$ cat src/hdl/trackball_axis_angle_assert.svh
// Assertion macros for the trackball rotation RTL.
`ifndef TRACKBALL_AXIS_ANGLE_ASSERT_SVH
`define TRACKBALL_AXIS_ANGLE_ASSERT_SVH

// Same-cycle implication, disabled while reset is asserted.
`define TBA_ASSERT_IMP(lbl, clk, rstn, ante, cons) \
    lbl: assert property (@(posedge clk) disable iff (!rstn) (ante) |-> (cons)) \
        else $error("trackball rotation check failed");

// Next-cycle implication, disabled while reset is asserted.
`define TBA_ASSERT_NEXT(lbl, clk, rstn, ante, cons) \
    lbl: assert property (@(posedge clk) disable iff (!rstn) (ante) |=> (cons)) \
        else $error("trackball rotation check failed");

`endif

$ cat src/hdl/tba_pkg.sv
// Shared types and constants for the trackball rotation block.
package tba_pkg;

    localparam int FRACTION_BITS_DEFAULT = 14;
    localparam int COORD_W = 12;
    localparam int CFG_W = 13;
    localparam int OUT_W = 16;
    localparam logic [CFG_W-1:0] WIDTH_RESET = 13'd800;
    localparam logic [CFG_W-1:0] HEIGHT_RESET = 13'd800;
    localparam int ANGLE_SCALE = 23040;
    localparam int ANGLE_MAX = 46080;
    localparam int QUEUE_DEPTH = 2;

    typedef enum logic {
        ACT_PRESS = 1'b0,
        ACT_DRAG  = 1'b1
    } tba_action_t;

    typedef enum logic {
        CFG_WIDTH  = 1'b0,
        CFG_HEIGHT = 1'b1
    } tba_cfg_idx_t;

    typedef struct packed {
        tba_action_t        action;
        logic [COORD_W-1:0] x;
        logic [COORD_W-1:0] y;
    } tba_item_t;

    typedef struct packed {
        logic [OUT_W-1:0]        angle;
        logic signed [OUT_W-1:0] axis_x;
        logic signed [OUT_W-1:0] axis_y;
        logic signed [OUT_W-1:0] axis_z;
        logic                    updated;
    } tba_result_t;

    typedef enum logic [5:0] {
        S_IDLE, S_VX, S_VX_W, S_VY, S_VY_W, S_SQX, S_SQY, S_S2,
        S_D, S_D_W, S_ZA, S_ZA_W, S_ZB, S_ZB_W, S_ZDIV, S_ZDIV_W,
        S_ZSQ, S_NSUM, S_N, S_N_W, S_V, S_V_W, S_CLASS, S_DSQ,
        S_DACC, S_LEN, S_LEN_W, S_ANG, S_ANG_C, S_CR, S_CR_ACC,
        S_UPD, S_OUT
    } tba_state_t;

endpackage

$ cat src/hdl/trackball_axis_angle.sv
// Virtual trackball: each pointer event is mapped onto a unit sphere; a press
// remembers the point, a drag turns the change into a rotation axis (previous
// cross new, Q1.FRACTION_BITS) and an angle (Q8.8 degrees, at most 180).
// Every event gives one result word that carries the held angle and axis.
// Each event runs through the shared divider and square-root units, which
// each deliver one bit per cycle. A two-word input queue and an output
// register let events arrive while one is worked on and while a result
// waits to be taken.
module trackball_axis_angle #(
    parameter int FRACTION_BITS = tba_pkg::FRACTION_BITS_DEFAULT
) (
    input  logic                      aclk,
    input  logic                      aresetn,
    input  logic                      s_tvalid,
    output logic                      s_tready,
    input  logic [23:0]               s_tdata,   // pointer_x[11:0], pointer_y[23:12]
    input  logic                      s_tuser,   // action[0]
    output logic                      m_tvalid,
    input  logic                      m_tready,
    output logic [63:0]               m_tdata,   // rotation_angle[15:0], axis_x[31:16],
                                                 // axis_y[47:32], axis_z[63:48]
    output logic                      m_tuser,   // rotation_updated[0]
    input  logic                      cfg_we,
    input  logic                      cfg_index,
    input  logic [tba_pkg::CFG_W-1:0] cfg_wdata
);
    import tba_pkg::*;

    logic [CFG_W-1:0] width_reg, height_reg;
    logic             q_valid, q_pop;
    tba_item_t        q_item;
    tba_result_t      result;

    // Window size registers.
    always_ff @(posedge aclk) begin
        if (!aresetn) begin
            width_reg  <= WIDTH_RESET;
            height_reg <= HEIGHT_RESET;
        end else if (cfg_we) begin
            unique case (tba_cfg_idx_t'(cfg_index))
                CFG_WIDTH:  width_reg  <= cfg_wdata;
                CFG_HEIGHT: height_reg <= cfg_wdata;
                default: ;
            endcase
        end
    end

    tba_front u_front (
        .aclk(aclk), .aresetn(aresetn), .s_tvalid(s_tvalid), .s_tready(s_tready),
        .s_tdata(s_tdata), .s_tuser(s_tuser), .q_pop(q_pop), .q_valid(q_valid),
        .q_item(q_item)
    );

    tba_back #(.FRACTION_BITS(FRACTION_BITS)) u_back (
        .aclk(aclk), .aresetn(aresetn), .window_width(width_reg),
        .window_height(height_reg), .q_valid(q_valid), .q_item(q_item),
        .q_pop(q_pop), .m_valid(m_tvalid), .m_ready(m_tready), .m_result(result)
    );

    // Pack the result word.
    assign m_tdata = {result.axis_z, result.axis_y, result.axis_x, result.angle};
    assign m_tuser = result.updated;

endmodule

$ cat src/hdl/tba_front.sv
// Input side: accepts pointer events, decodes the action and queues them.
module tba_front (
    input  logic                         aclk,
    input  logic                         aresetn,
    input  logic                         s_tvalid,
    output logic                         s_tready,
    input  logic [23:0]                  s_tdata,   // pointer_x[11:0], pointer_y[23:12]
    input  logic                         s_tuser,   // action[0]
    input  logic                         q_pop,
    output logic                         q_valid,
    output tba_pkg::tba_item_t           q_item
);
    import tba_pkg::*;

    localparam int PTR_W = $clog2(QUEUE_DEPTH);
    localparam int CNT_W = $clog2(QUEUE_DEPTH + 1);

    tba_item_t          queue_mem [QUEUE_DEPTH];
    logic [PTR_W-1:0]   wr_ptr_reg, rd_ptr_reg;
    logic [CNT_W-1:0]   cnt_reg;
    logic               push, pop;
    tba_item_t          new_item;

    // Decode the incoming word into a queue entry.
    always_comb begin
        new_item.action = tba_action_t'(s_tuser);
        new_item.x      = s_tdata[11:0];
        new_item.y      = s_tdata[23:12];
    end

    assign s_tready = (cnt_reg != CNT_W'(QUEUE_DEPTH));
    assign q_valid  = (cnt_reg != '0);
    assign q_item   = queue_mem[rd_ptr_reg];
    assign push     = s_tvalid && s_tready;
    assign pop      = q_pop && q_valid;

    // Queue storage.
    always_ff @(posedge aclk) begin
        if (push) begin
            queue_mem[wr_ptr_reg] <= new_item;
        end
    end

    // Queue pointers and fill count.
    always_ff @(posedge aclk) begin
        if (!aresetn) begin
            wr_ptr_reg <= '0;
            rd_ptr_reg <= '0;
            cnt_reg    <= '0;
        end else begin
            if (push) begin
                wr_ptr_reg <= (wr_ptr_reg == PTR_W'(QUEUE_DEPTH - 1)) ? '0 : wr_ptr_reg + 1'b1;
            end
            if (pop) begin
                rd_ptr_reg <= (rd_ptr_reg == PTR_W'(QUEUE_DEPTH - 1)) ? '0 : rd_ptr_reg + 1'b1;
            end
            cnt_reg <= cnt_reg + CNT_W'(push) - CNT_W'(pop);
        end
    end

endmodule

$ cat src/hdl/tba_div.sv
// Restoring divider that produces one quotient bit per cycle.
module tba_div #(
    parameter int NUM_W = 41,
    parameter int DEN_W = 28
) (
    input  logic             aclk,
    input  logic             aresetn,
    input  logic             start,
    input  logic [NUM_W-1:0] num,
    input  logic [DEN_W-1:0] den,
    output logic             busy,
    output logic             done,
    output logic [NUM_W-1:0] quot
);
    localparam int CNT_W = $clog2(NUM_W + 1);

    logic [DEN_W-1:0] rem_reg, den_reg;
    logic [NUM_W-1:0] quot_reg;
    logic [CNT_W-1:0] cnt_reg;
    logic             busy_reg, done_reg;
    logic [DEN_W:0]   trial;
    logic             fits;

    // Bring down the next dividend bit and try the subtraction.
    assign trial = {rem_reg, quot_reg[NUM_W-1]};
    assign fits  = (trial >= {1'b0, den_reg});

    always_ff @(posedge aclk) begin
        if (!aresetn) begin
            busy_reg <= 1'b0;
            done_reg <= 1'b0;
            cnt_reg  <= '0;
        end else begin
            done_reg <= 1'b0;
            if (start) begin
                busy_reg <= 1'b1;
                cnt_reg  <= CNT_W'(NUM_W);
                quot_reg <= num;
                rem_reg  <= '0;
                den_reg  <= den;
            end else if (busy_reg) begin
                rem_reg  <= fits ? DEN_W'(trial - {1'b0, den_reg}) : DEN_W'(trial);
                quot_reg <= {quot_reg[NUM_W-2:0], fits};
                cnt_reg  <= cnt_reg - 1'b1;
                if (cnt_reg == CNT_W'(1)) begin
                    busy_reg <= 1'b0;
                    done_reg <= 1'b1;
                end
            end
        end
    end

    assign busy = busy_reg;
    assign done = done_reg;
    assign quot = quot_reg;

endmodule

$ cat src/hdl/tba_sqrt.sv
// Digit-by-digit integer square root, one root bit per cycle.
module tba_sqrt #(
    parameter int ARG_W = 52
) (
    input  logic               aclk,
    input  logic               aresetn,
    input  logic               start,
    input  logic [ARG_W-1:0]   arg,
    output logic               busy,
    output logic               done,
    output logic [ARG_W/2-1:0] root
);
    localparam int ROOT_W = ARG_W / 2;
    localparam int CNT_W = $clog2(ROOT_W + 1);

    logic [ARG_W-1:0]  arg_reg;
    logic [ROOT_W:0]   rem_reg;
    logic [ROOT_W-1:0] root_reg;
    logic [CNT_W-1:0]  cnt_reg;
    logic              busy_reg, done_reg;
    logic [ROOT_W+2:0] shifted, trial;
    logic              fits;

    // Shift in the next two bits and test against 4*root+1.
    assign shifted = {rem_reg, arg_reg[ARG_W-1:ARG_W-2]};
    assign trial   = {1'b0, root_reg, 2'b01};
    assign fits    = (shifted >= trial);

    always_ff @(posedge aclk) begin
        if (!aresetn) begin
            busy_reg <= 1'b0;
            done_reg <= 1'b0;
            cnt_reg  <= '0;
        end else begin
            done_reg <= 1'b0;
            if (start) begin
                busy_reg <= 1'b1;
                cnt_reg  <= CNT_W'(ROOT_W);
                arg_reg  <= arg;
                rem_reg  <= '0;
                root_reg <= '0;
            end else if (busy_reg) begin
                arg_reg  <= {arg_reg[ARG_W-3:0], 2'b00};
                rem_reg  <= fits ? (ROOT_W+1)'(shifted - trial) : (ROOT_W+1)'(shifted);
                root_reg <= {root_reg[ROOT_W-2:0], fits};
                cnt_reg  <= cnt_reg - 1'b1;
                if (cnt_reg == CNT_W'(1)) begin
                    busy_reg <= 1'b0;
                    done_reg <= 1'b1;
                end
            end
        end
    end

    assign busy = busy_reg;
    assign done = done_reg;
    assign root = root_reg;

endmodule

$ cat src/hdl/tba_back.sv
// Back end: maps each event onto the ball and updates the held rotation.
`include "trackball_axis_angle_assert.svh"
module tba_back #(
    parameter int FRACTION_BITS = tba_pkg::FRACTION_BITS_DEFAULT
) (
    input  logic                        aclk,
    input  logic                        aresetn,
    input  logic [tba_pkg::CFG_W-1:0]   window_width,
    input  logic [tba_pkg::CFG_W-1:0]   window_height,
    input  logic                        q_valid,
    input  tba_pkg::tba_item_t          q_item,
    output logic                        q_pop,
    output logic                        m_valid,
    input  logic                        m_ready,
    output tba_pkg::tba_result_t        m_result
);
    import tba_pkg::*;

    localparam int F  = FRACTION_BITS;
    localparam int VW = F + 12;
    localparam int CW = F + 3;
    localparam int PW = 2 * VW;
    localparam int SW = 2 * F + 24;
    localparam int RW = SW / 2;
    localparam int NW = 2 * F + 13;
    localparam int DW = F + 14;
    localparam logic [NW-1:0] VMAX_N = (NW'(2048) << F) - NW'(1);
    localparam logic [NW-1:0] Z_NUM = NW'(2) << (2 * F);
    localparam logic [RW-1:0] TWO_ONE_R = RW'(2) << F;
    localparam logic [RW-1:0] FOUR_ONE_R = RW'(4) << F;
    localparam logic [PW-1:0] HALF_P = PW'(1) << (F - 1);
    localparam int LIM = (F > 14) ? 32767 : (1 << F);
    localparam logic [PW-1:0] LIM_P = PW'(LIM);
    localparam logic [PW-1:0] ANG_MAX_P = PW'(ANGLE_MAX);

    tba_state_t              state_reg, state_next;
    logic [1:0]              k_reg;
    logic [2:0]              j_reg;
    logic                    drag_reg;
    logic                    upd_reg;
    logic signed [15:0]      nx_reg, ny_reg;
    logic signed [VW-1:0]    vx_reg, vy_reg, z_reg;
    logic [SW-1:0]           acc_reg;
    logic signed [PW-1:0]    prod_reg, xacc_reg;
    logic [RW-1:0]           d_reg, n_reg;
    logic signed [CW-1:0]    cur_reg [3];
    logic signed [CW-1:0]    prev_reg [3];
    logic signed [15:0]      axis_reg [3];
    logic [15:0]             angle_reg;
    logic                    out_valid_reg;
    tba_result_t             out_reg;

    logic [CFG_W-1:0]        w_eff, h_eff;
    logic                    div_start, div_busy, div_done;
    logic [NW-1:0]           div_num, div_quot;
    logic [DW-1:0]           div_den;
    logic                    sqrt_start, sqrt_busy, sqrt_done;
    logic [SW-1:0]           sqrt_arg;
    logic [RW-1:0]           sqrt_root;
    logic signed [VW-1:0]    mul_a, mul_b;
    logic signed [VW-1:0]    comp_k;
    logic [VW-1:0]           comp_mag;
    logic [15:0]             nx_mag, ny_mag;
    logic signed [CW:0]      diff_k;
    logic [NW-1:0]           vq_clamp;
    logic [VW-1:0]           vq_mag;
    logic [CW-1:0]           cq_mag;
    logic [PW-1:0]           ang_shift;
    logic signed [PW-1:0]    cr_diff;
    logic [PW-1:0]           cr_mag, cr_q, cr_c;
    logic                    same_vec, out_load;

    assign w_eff = (window_width == '0) ? CFG_W'(1) : window_width;
    assign h_eff = (window_height == '0) ? CFG_W'(1) : window_height;

    tba_div #(.NUM_W(NW), .DEN_W(DW)) u_div (
        .aclk(aclk), .aresetn(aresetn), .start(div_start), .num(div_num),
        .den(div_den), .busy(div_busy), .done(div_done), .quot(div_quot)
    );

    tba_sqrt #(.ARG_W(SW)) u_sqrt (
        .aclk(aclk), .aresetn(aresetn), .start(sqrt_start), .arg(sqrt_arg),
        .busy(sqrt_busy), .done(sqrt_done), .root(sqrt_root)
    );

    // Operand selection for the loop indexes.
    always_comb begin
        unique case (k_reg)
            2'd0: comp_k = vx_reg;
            2'd1: comp_k = vy_reg;
            default: comp_k = z_reg;
        endcase
        unique case (k_reg)
            2'd0: diff_k = (CW+1)'(prev_reg[0]) - (CW+1)'(cur_reg[0]);
            2'd1: diff_k = (CW+1)'(prev_reg[1]) - (CW+1)'(cur_reg[1]);
            default: diff_k = (CW+1)'(prev_reg[2]) - (CW+1)'(cur_reg[2]);
        endcase
    end

    assign comp_mag = comp_k[VW-1] ? VW'(-comp_k) : VW'(comp_k);
    assign nx_mag   = nx_reg[15] ? 16'(-nx_reg) : 16'(nx_reg);
    assign ny_mag   = ny_reg[15] ? 16'(-ny_reg) : 16'(ny_reg);
    assign same_vec = (cur_reg[0] == prev_reg[0]) && (cur_reg[1] == prev_reg[1])
                   && (cur_reg[2] == prev_reg[2]);

    // Quotient post-processing: saturate mapped coordinates, size components.
    assign vq_clamp = (div_quot > VMAX_N) ? VMAX_N : div_quot;
    assign vq_mag   = VW'(vq_clamp);
    assign cq_mag   = CW'(div_quot);

    // Angle scaling and cross product rounding.
    assign ang_shift = ($unsigned(prod_reg) + HALF_P) >> F;
    assign cr_diff   = xacc_reg - prod_reg;
    assign cr_mag    = cr_diff[PW-1] ? PW'(-cr_diff) : PW'(cr_diff);
    assign cr_q      = (cr_mag + HALF_P) >> F;
    assign cr_c      = (cr_q > LIM_P) ? LIM_P : cr_q;

    assign out_load = (state_reg == S_OUT) && (!out_valid_reg || m_ready);

    // Next state.
    always_comb begin
        state_next = state_reg;
        unique case (state_reg)
            S_IDLE:   if (q_valid) state_next = S_VX;
            S_VX:     state_next = S_VX_W;
            S_VX_W:   if (div_done) state_next = S_VY;
            S_VY:     state_next = S_VY_W;
            S_VY_W:   if (div_done) state_next = S_SQX;
            S_SQX:    state_next = S_SQY;
            S_SQY:    state_next = S_S2;
            S_S2:     state_next = S_D;
            S_D:      state_next = S_D_W;
            S_D_W: begin
                if (sqrt_done) begin
                    state_next = (sqrt_root <= TWO_ONE_R) ? S_ZA : S_ZB;
                end
            end
            S_ZA:     state_next = S_ZA_W;
            S_ZA_W:   if (sqrt_done) state_next = S_ZSQ;
            S_ZB:     state_next = S_ZB_W;
            S_ZB_W:   if (sqrt_done) state_next = S_ZDIV;
            S_ZDIV:   state_next = S_ZDIV_W;
            S_ZDIV_W: if (div_done) state_next = S_ZSQ;
            S_ZSQ:    state_next = S_NSUM;
            S_NSUM:   state_next = S_N;
            S_N:      state_next = S_N_W;
            S_N_W:    if (sqrt_done) state_next = S_V;
            S_V:      state_next = S_V_W;
            S_V_W: begin
                if (div_done) begin
                    state_next = (k_reg == 2'd2) ? S_CLASS : S_V;
                end
            end
            S_CLASS: begin
                if (!drag_reg || same_vec) state_next = S_OUT;
                else state_next = S_DSQ;
            end
            S_DSQ:    state_next = S_DACC;
            S_DACC:   state_next = (k_reg == 2'd2) ? S_LEN : S_DSQ;
            S_LEN:    state_next = S_LEN_W;
            S_LEN_W:  if (sqrt_done) state_next = S_ANG;
            S_ANG:    state_next = S_ANG_C;
            S_ANG_C:  state_next = S_CR;
            S_CR:     state_next = S_CR_ACC;
            S_CR_ACC: state_next = (j_reg == 3'd5) ? S_UPD : S_CR;
            S_UPD:    state_next = S_OUT;
            S_OUT:    if (out_load) state_next = S_IDLE;
            default:  state_next = S_IDLE;
        endcase
    end

    // Unit controls and operands.
    always_comb begin
        q_pop      = 1'b0;
        div_start  = 1'b0;
        div_num    = '0;
        div_den    = '0;
        sqrt_start = 1'b0;
        sqrt_arg   = '0;
        mul_a      = '0;
        mul_b      = '0;
        unique case (state_reg)
            S_IDLE: q_pop = q_valid;
            S_VX: begin
                div_start = 1'b1;
                div_num   = (NW'(nx_mag) << (F + 1)) + NW'(w_eff);
                div_den   = DW'({w_eff, 1'b0});
            end
            S_VY: begin
                div_start = 1'b1;
                div_num   = (NW'(ny_mag) << (F + 1)) + NW'(h_eff);
                div_den   = DW'({h_eff, 1'b0});
            end
            S_SQX: begin
                mul_a = vx_reg;
                mul_b = vx_reg;
            end
            S_SQY: begin
                mul_a = vy_reg;
                mul_b = vy_reg;
            end
            S_D, S_N, S_LEN: begin
                sqrt_start = 1'b1;
                sqrt_arg   = acc_reg;
            end
            S_ZA: begin
                sqrt_start = 1'b1;
                sqrt_arg   = SW'(FOUR_ONE_R - d_reg) << F;
            end
            S_ZB: begin
                sqrt_start = 1'b1;
                sqrt_arg   = SW'(d_reg) << F;
            end
            S_ZDIV: begin
                div_start = 1'b1;
                div_num   = Z_NUM;
                div_den   = DW'(n_reg);
            end
            S_ZSQ: begin
                mul_a = z_reg;
                mul_b = z_reg;
            end
            S_V: begin
                div_start = 1'b1;
                div_num   = (NW'(comp_mag) << (F + 1)) + NW'(n_reg);
                div_den   = DW'({n_reg, 1'b0});
            end
            S_DSQ: begin
                mul_a = VW'(diff_k);
                mul_b = VW'(diff_k);
            end
            S_ANG: begin
                mul_a = $signed(d_reg);
                mul_b = VW'(ANGLE_SCALE);
            end
            S_CR: begin
                unique case (j_reg)
                    3'd0: begin mul_a = VW'(prev_reg[1]); mul_b = VW'(cur_reg[2]); end
                    3'd1: begin mul_a = VW'(prev_reg[2]); mul_b = VW'(cur_reg[1]); end
                    3'd2: begin mul_a = VW'(prev_reg[2]); mul_b = VW'(cur_reg[0]); end
                    3'd3: begin mul_a = VW'(prev_reg[0]); mul_b = VW'(cur_reg[2]); end
                    3'd4: begin mul_a = VW'(prev_reg[0]); mul_b = VW'(cur_reg[1]); end
                    default: begin mul_a = VW'(prev_reg[1]); mul_b = VW'(cur_reg[0]); end
                endcase
            end
            default: ;
        endcase
    end

    // Shared multiplier with its product register.
    always_ff @(posedge aclk) begin
        prod_reg <= mul_a * mul_b;
    end

    // Datapath registers.
    always_ff @(posedge aclk) begin
        unique case (state_reg)
            S_IDLE: begin
                drag_reg <= (q_item.action == ACT_DRAG);
                nx_reg   <= $signed({1'b0, q_item.x, 3'b000}) - $signed({3'b000, w_eff});
                ny_reg   <= $signed({3'b000, h_eff}) - $signed({1'b0, q_item.y, 3'b000});
            end
            S_VX_W: if (div_done) vx_reg <= nx_reg[15] ? -$signed(vq_mag) : $signed(vq_mag);
            S_VY_W: if (div_done) vy_reg <= ny_reg[15] ? -$signed(vq_mag) : $signed(vq_mag);
            S_SQY:  acc_reg <= SW'($unsigned(prod_reg));
            S_S2, S_NSUM, S_DACC: acc_reg <= acc_reg + SW'($unsigned(prod_reg));
            S_D_W, S_LEN_W: if (sqrt_done) d_reg <= sqrt_root;
            S_ZA_W: if (sqrt_done) z_reg <= $signed(VW'(sqrt_root));
            S_ZB_W, S_N_W: if (sqrt_done) n_reg <= sqrt_root;
            S_ZDIV_W: if (div_done) z_reg <= $signed(VW'(div_quot));
            S_V_W: begin
                if (div_done) begin
                    cur_reg[k_reg] <= comp_k[VW-1] ? -$signed(cq_mag) : $signed(cq_mag);
                end
            end
            S_CLASS: begin
                acc_reg <= '0;
                // Remember whether this drag moves the rotation before the
                // previous vector is overwritten.
                upd_reg <= drag_reg && !same_vec;
            end
            S_CR_ACC: if (!j_reg[0]) xacc_reg <= prod_reg;
            default: ;
        endcase
    end

    // Loop counters, held rotation state and the result register.
    always_ff @(posedge aclk) begin
        if (!aresetn) begin
            state_reg     <= S_IDLE;
            k_reg         <= '0;
            j_reg         <= '0;
            angle_reg     <= '0;
            out_valid_reg <= 1'b0;
            for (int i = 0; i < 3; i++) begin
                prev_reg[i] <= '0;
                axis_reg[i] <= '0;
            end
        end else begin
            state_reg <= state_next;
            if (state_reg == S_N_W || state_reg == S_CLASS) begin
                k_reg <= '0;
            end else if ((state_reg == S_V_W && div_done) || state_reg == S_DACC) begin
                k_reg <= k_reg + 1'b1;
            end
            if (state_reg == S_ANG_C) begin
                j_reg <= '0;
            end else if (state_reg == S_CR_ACC) begin
                j_reg <= j_reg + 1'b1;
            end
            if (state_reg == S_CLASS && !drag_reg) begin
                angle_reg <= '0;
                prev_reg  <= cur_reg;
            end
            if (state_reg == S_ANG_C) begin
                angle_reg <= (ang_shift > ANG_MAX_P) ? 16'(ANGLE_MAX) : ang_shift[15:0];
            end
            if (state_reg == S_CR_ACC && j_reg[0]) begin
                axis_reg[j_reg[2:1]] <= cr_diff[PW-1] ? -$signed(16'(cr_c)) : $signed(16'(cr_c));
            end
            if (state_reg == S_UPD) begin
                prev_reg <= cur_reg;
            end
            if (out_load) begin
                out_valid_reg <= 1'b1;
            end else if (m_ready) begin
                out_valid_reg <= 1'b0;
            end
        end
    end

    // Result word, loaded when the output register is free.
    always_ff @(posedge aclk) begin
        if (out_load) begin
            out_reg.angle   <= angle_reg;
            out_reg.axis_x  <= axis_reg[0];
            out_reg.axis_y  <= axis_reg[1];
            out_reg.axis_z  <= axis_reg[2];
            out_reg.updated <= upd_reg;
        end
    end

    assign m_valid  = out_valid_reg;
    assign m_result = out_reg;

    `TBA_ASSERT_IMP(a_angle_bound, aclk, aresetn, out_valid_reg, out_reg.angle <= 16'(ANGLE_MAX))
    `TBA_ASSERT_IMP(a_axis_bound, aclk, aresetn, out_valid_reg, (int'(out_reg.axis_x) <= LIM) && (int'(out_reg.axis_x) >= -LIM) && (int'(out_reg.axis_z) <= LIM) && (int'(out_reg.axis_z) >= -LIM))
    `TBA_ASSERT_IMP(a_div_free, aclk, aresetn, div_start, !div_busy && !sqrt_start)
    `TBA_ASSERT_NEXT(a_press_clears, aclk, aresetn, state_reg == S_CLASS && !drag_reg, angle_reg == '0)

endmodule

$ cat config.mk
export PLATFORM = sky130hd
export DESIGN_NAME = trackball_axis_angle
export DESIGN_NICKNAME = d
export VERILOG_FILES = /design/src/hdl/tba_pkg.sv /design/src/hdl/trackball_axis_angle.sv /design/src/hdl/tba_front.sv /design/src/hdl/tba_div.sv /design/src/hdl/tba_sqrt.sv /design/src/hdl/tba_back.sv
export VERILOG_INCLUDE_DIRS = /design/src /design/src/hdl
export SDC_FILE = /design/constraint.sdc
export NUM_CORES = 2
export LEC_CHECK = 0
export ABC_AREA = 1
export BUFFER_PORTS_ARGS = -buffer_cell sky130_fd_sc_hd__buf_4
export CAP_MARGIN = 10
export CELL_PAD_IN_SITES_DETAIL_PLACEMENT = 2
export CELL_PAD_IN_SITES_GLOBAL_PLACEMENT = 2
export CORE_MARGIN = 2
export CORE_UTILIZATION = 40
export CTS_CLUSTER_SIZE = 40
export DETAILED_ROUTE_END_ITERATION = 8
export GPL_ROUTABILITY_DRIVEN = 0
export GPL_TIMING_DRIVEN = 0
export MAX_ROUTING_LAYER = met4
export PLACE_DENSITY = 0.93
export SYNTH_ARGS = -nofsm -noshare
export SYNTH_HDL_FRONTEND = slang
export SYNTH_SLANG_ARGS = --single-unit
$ cat constraint.sdc
create_clock -name aclk -period 12.8 [get_ports aclk]
set_input_delay 1.92 -clock aclk [delete_from_list [all_inputs] [get_ports aclk]]
set_output_delay 1.92 -clock aclk [all_outputs]
set_load 0.03 [all_outputs]
==> results of run 1 <==
kinds of logic after synthesis:
kind of cell / share of synthesized area (%)
xor gates and xnor gates: 3.07
muxes: 0.141
adders and majority gates: 24.9
DFF: 30.7
buffers and inverters: 10.6
AOI/OAI and AO/OA: 10.6
and+or+nand+nor: 20.1
through the flow:
stage	worst slack [ns]	cells	instance area [um2]
2_1_floorplan	3.13	9713	78400
3_3_place_gp	-1.33	12400	82500
3_5_place_dp	-2.95	12500	83000
4_1_cts	0.0396	12700	87400
metal layers:
metal	overflow	global-route usage, %
met1	34	74.4
met2	719	87.9
met3	51	66.0
met4	381	75.1
met5	-	-
timing repair:
item,CTS
endpoints found under the setup margin,36
pin swaps,3
hold buffers,0
buffers inserted,14
resized for setup,218
==> metrics.md, run 1 <==
| Metric | Value |
|---|---|
| Clk buf depth | 3 |
| Async SR Flop Fraction | 0% |
| Synth top area cells | edfxtp_1, fa_1, nand2_1 |
| Failed at | 5_1_grt |
| Initial cell density of the core | 40.2% |
| Main synth FF type | edfxtp_1 |
| Global route overflow | between 1k and 1.5k |
| Htree depth | 3 |
| PortBufs | 110 |
| Yosys top cell area share | 26.2% |
| Global-route usage over all layers | about three quarters |
| Status | stopped before the end |
| Vias in the first global route | 118k |
| CTS sink cnt | 860 |
| Sequential area share after synthesis | a little under a third |
| Die H | approximately 450 um |
| Largest net degree at the start of global routing | 70 |
| # IOs | 111 |
| Net Count, Synth | 10.9k |
| Post-synth EDFFs | 683 |
| Mapped Cells | 9713 |
| Most frequent cell after synthesis | nand2_1 |
| Synth cell types | 64 |
| Warnings, synthesis | 0 |
| Cell taking the most area after synthesis | edfxtp_1 |
| Cell Area, Synth | 78400 um2 |
| Log Error | [ERROR GRT-0116] Global routing finished with congestion. Check the congestion regions in the DRC Viewer. |
| Post-DP HPWL | 364 mm |
| Mapped Avg Cell Area | approximately 8.1 um2 |
| Number of synthesized register bits | 860 |
| Num rows | 162 |
| TritonCTS Buffers | roughly 100 |
| CTS Root Cell | clkbuf_16 |
| First-pass GRT wire length | 1070 mm |
| Most instantiated cells after synthesis | nand2_1, inv_1, fa_1 |
| Die Span X | around 450 um |
==> run 2: changes to the inputs <==
Settings changed: CELL_PAD_IN_SITES_DETAIL_PLACEMENT 2 to unset, CELL_PAD_IN_SITES_GLOBAL_PLACEMENT 2 to unset, CORE_UTILIZATION 40 to 30, CTS_CLUSTER_SIZE 40 to unset, MAX_ROUTING_LAYER met4 to unset, PLACE_DENSITY 0.93 to unset, PLACE_DENSITY_LB_ADDON set to 0.15.
==> run 2 against run 1 <==
  * The run now ends clean
  * Area after synthesis unchanged
  * Synthesized cell count unchanged
==> metrics.md, run 2 <==
| Metric | Value |
|---|---|
| Initial cell density of the core | 30.2% |
| Pwr dens | 108 nW/um2 |
| Unrepaired setup endpoints after global routing | false |
| # IOs | 111 |
| Max Fanout on Critical Path | 10 |
| Iter 0 DRT Violations | roughly 5.7k |
| Vias per inst | 5.02 |
| Initial antenna violation count | 9 |
| Crit. End Element | register |
| Fin. max-slew vios | 0 |
| DRT Pass-1 Iters | 8 |
| Post-DP HPWL | 253 mm |
| Status | finished, final reports clean |
| Global-route usage over all layers | 22.6% |
| Most instantiated cells after synthesis | nand2_1, inv_1, fa_1 |
| R2R Path Start | u_back.prev_reg[34] |
| Number of routed nets with antenna violations | 0 |
| Cell taking the most area after synthesis | edfxtp_1 |
| Crit path time final | about 12 ns |
| CTS Root Cell | clkbuf_16 |
| Yosys top cell area share | 26.2% |
| Synth top area cells | edfxtp_1, fa_1, nand2_1 |
| Slowest cell on the critical path | nand2_1 |
| Clock Skews | 0.109 ns |
| TritonCTS Buffers | 106 |
| Finish-stage setup viols | 0 |
| WP buf/inv | 10 |
| Critical Path RT | 13.38 ns |
| Number of synthesized register bits | 860 |
| Die Span X | 515 um |
| Sequential area share after synthesis | ~30% |
| Max Cap Viol | 0 |
| Layout cell share with drive strength beyond 1 | about 5.7% |
| Global route overflow | 0 |
| Main synth FF type | edfxtp_1 |
| Net Count, Synth | 10.9k |
| CTS sink cnt | 860 |
| Sequential cell area | 24100 um2 |
| Most frequent cells in the layout | nand2_1, inv_1, fa_1 |
| Critical path type | reg -> reg |
| Die ar. | 265000 um2 |
| Max Fclk | 81.6 MHz |
| Slew HR | 8.87% |
| Via count | approximately 68k |
| Die H | 515 um |
| Crit-path leading delay family | adder cells |
| Post-route clock period utilization | between 90% and 100% |
| CTS tree | done |
| Synth cell types | 64 |
| Area occupied by multi-input gates | 46500 um2 |
| Critical Path AT | 12.84 ns |
| Skew-Pair Late Insertion Delay | 0.80 ns |
| PortBufs | 110 |
| Vias in the first global route | 67.5k |
| Setup TNS | 0 ns |
| Num rows | between 150 and 200 |
| Final hold vios | 0 |
| Commonest non-fill, non-tap cell in the layout | nand2_1 |
| Clk pin slew, worst setup/hold paths | approximately 0.06 ns |
| Worst Tran Pin Value | around 1.4 ns |
| Area Overhead vs Synth | 12.7% |
| Cell Area, Synth | between 70000 and 80000 um2 |
| Largest net degree at the start of global routing | around 60 |
| DRC errors left | 0 |
| Mapped Avg Cell Area | 8.07 um2 |
| Htree depth | 3 |
| LEAKAGE | 43.0 nW |
| WL/cell | 22.5 um |
| CP Launch Type | register |
| Core area | 260000 um2 |
| Min Hold Slack | 0.416 ns |
| # nets final | 11.1k |
| Post-synth EDFFs | between 600 and 700 |
| HP Start | u_back.axis_reg[2][11] |
| Fillers | 27.4k |
| Worst VDD drop | ~0.00016 V |
| Hold crit path type | reg -> reg |
| Final worst slack | between 0.5 and 0.6 ns |
| Final WL | 303 mm |
| Mapped Cells | 9713 |
| Async SR Flop Fraction | 0% |
| Dpl ws | -1.94 ns |
| Crit path from | u_back.prev_reg[34] |
| Clk buf depth | 3 |
| Slowest cell delay on critical path | 0.60 ns |
| Most frequent cell after synthesis | nand2_1 |
| First-pass GRT wire length | 446 mm |
| Warnings, synthesis | 0 |
| R2R setup slack | between 0.5 and 0.6 ns |
| Post-CTS Hold Fix Bufs | 0 |
run 2: final timing paths:
kind | to | cells past startpoint
setup reg to reg | u_back.prod_reg[48] | 50
setup / recovery | u_back.prod_reg[48] | 50
hold reg to reg | m_tdata[59] | 0
hold / removal | m_tdata[59] | 0
run 2: worst reg2reg max path: cells and delay by family (launching register included):
family	cells	cell delay (ns)
compound gates	13	3.71
xor+xnor	1	0.15
fa+ha+maj	10	4.35
buf+inv	10	1.17
flops	1	0.33
simple gates	16	2.34
run 2: cell type report:
class | instances | area share (%)
flip-flops and latches | 860 | 27.2
inverters | 1908 | 8.12
plain buffers | 282 | 1.31
multi-input cells | 6658 | 52.7
diodes | 2 | 0.00567
repair buffers | 144 | 1.48
clock inverters | 73 | 1.14
well taps | 3402 | 4.82
clock buffers | 128 | 3.17
run 2: metrics by stage:
step                power, mW  cell area (um2)  cells  util, %
detailed placement       6.24            84000  13300     32.4
finish                   9.52            88300  13500     34.0
CTS                      9.57            88000  13500     33.9
floorplan                5.38            78400   9713        -
global placement         6.22            83400  13200     32.1
global route             10.0            88300  13500     34.0
run 2: report_power, final:
group,switching (mW),internal (mW)
clock network,1.36,1.94
registers,0.190,3.40
logic,1.82,0.807
total,3.37,6.15
run 2: cells by family (layout without fill, tap and decap cells):
group	Yosys count	count (layout)	share of synthesized area (%)
xor+xnor	275	275	3.07
compound gates	1469	1469	10.6
mux	11	11	0.141
fa+ha+maj	1128	1128	24.9
flops	860	860	30.7
simple gates	3775	3775	20.1
other cells	0	2	0
buf+inv	2195	2535	10.6
run 2: routing by layer:
layer / vias up / wire length (um) / global-route usage (%)
met2: 2273 / 143000 / 38.3
met3: 527 / 18700 / 3.54
met1: 33100 / 125000 / 28.5
met5: - / 14 / 0
met4: 2 / 15000 / 9.76
li1: 31700 / - / -
run 2: repair_timing:
item                                    in CTS  in global routing
gates resized for setup                     46                 95
cloned                                       0                  0
buffers inserted                             2                  0
endpoints found under the setup margin      24                 13
(Power assumes the default switching activity.)
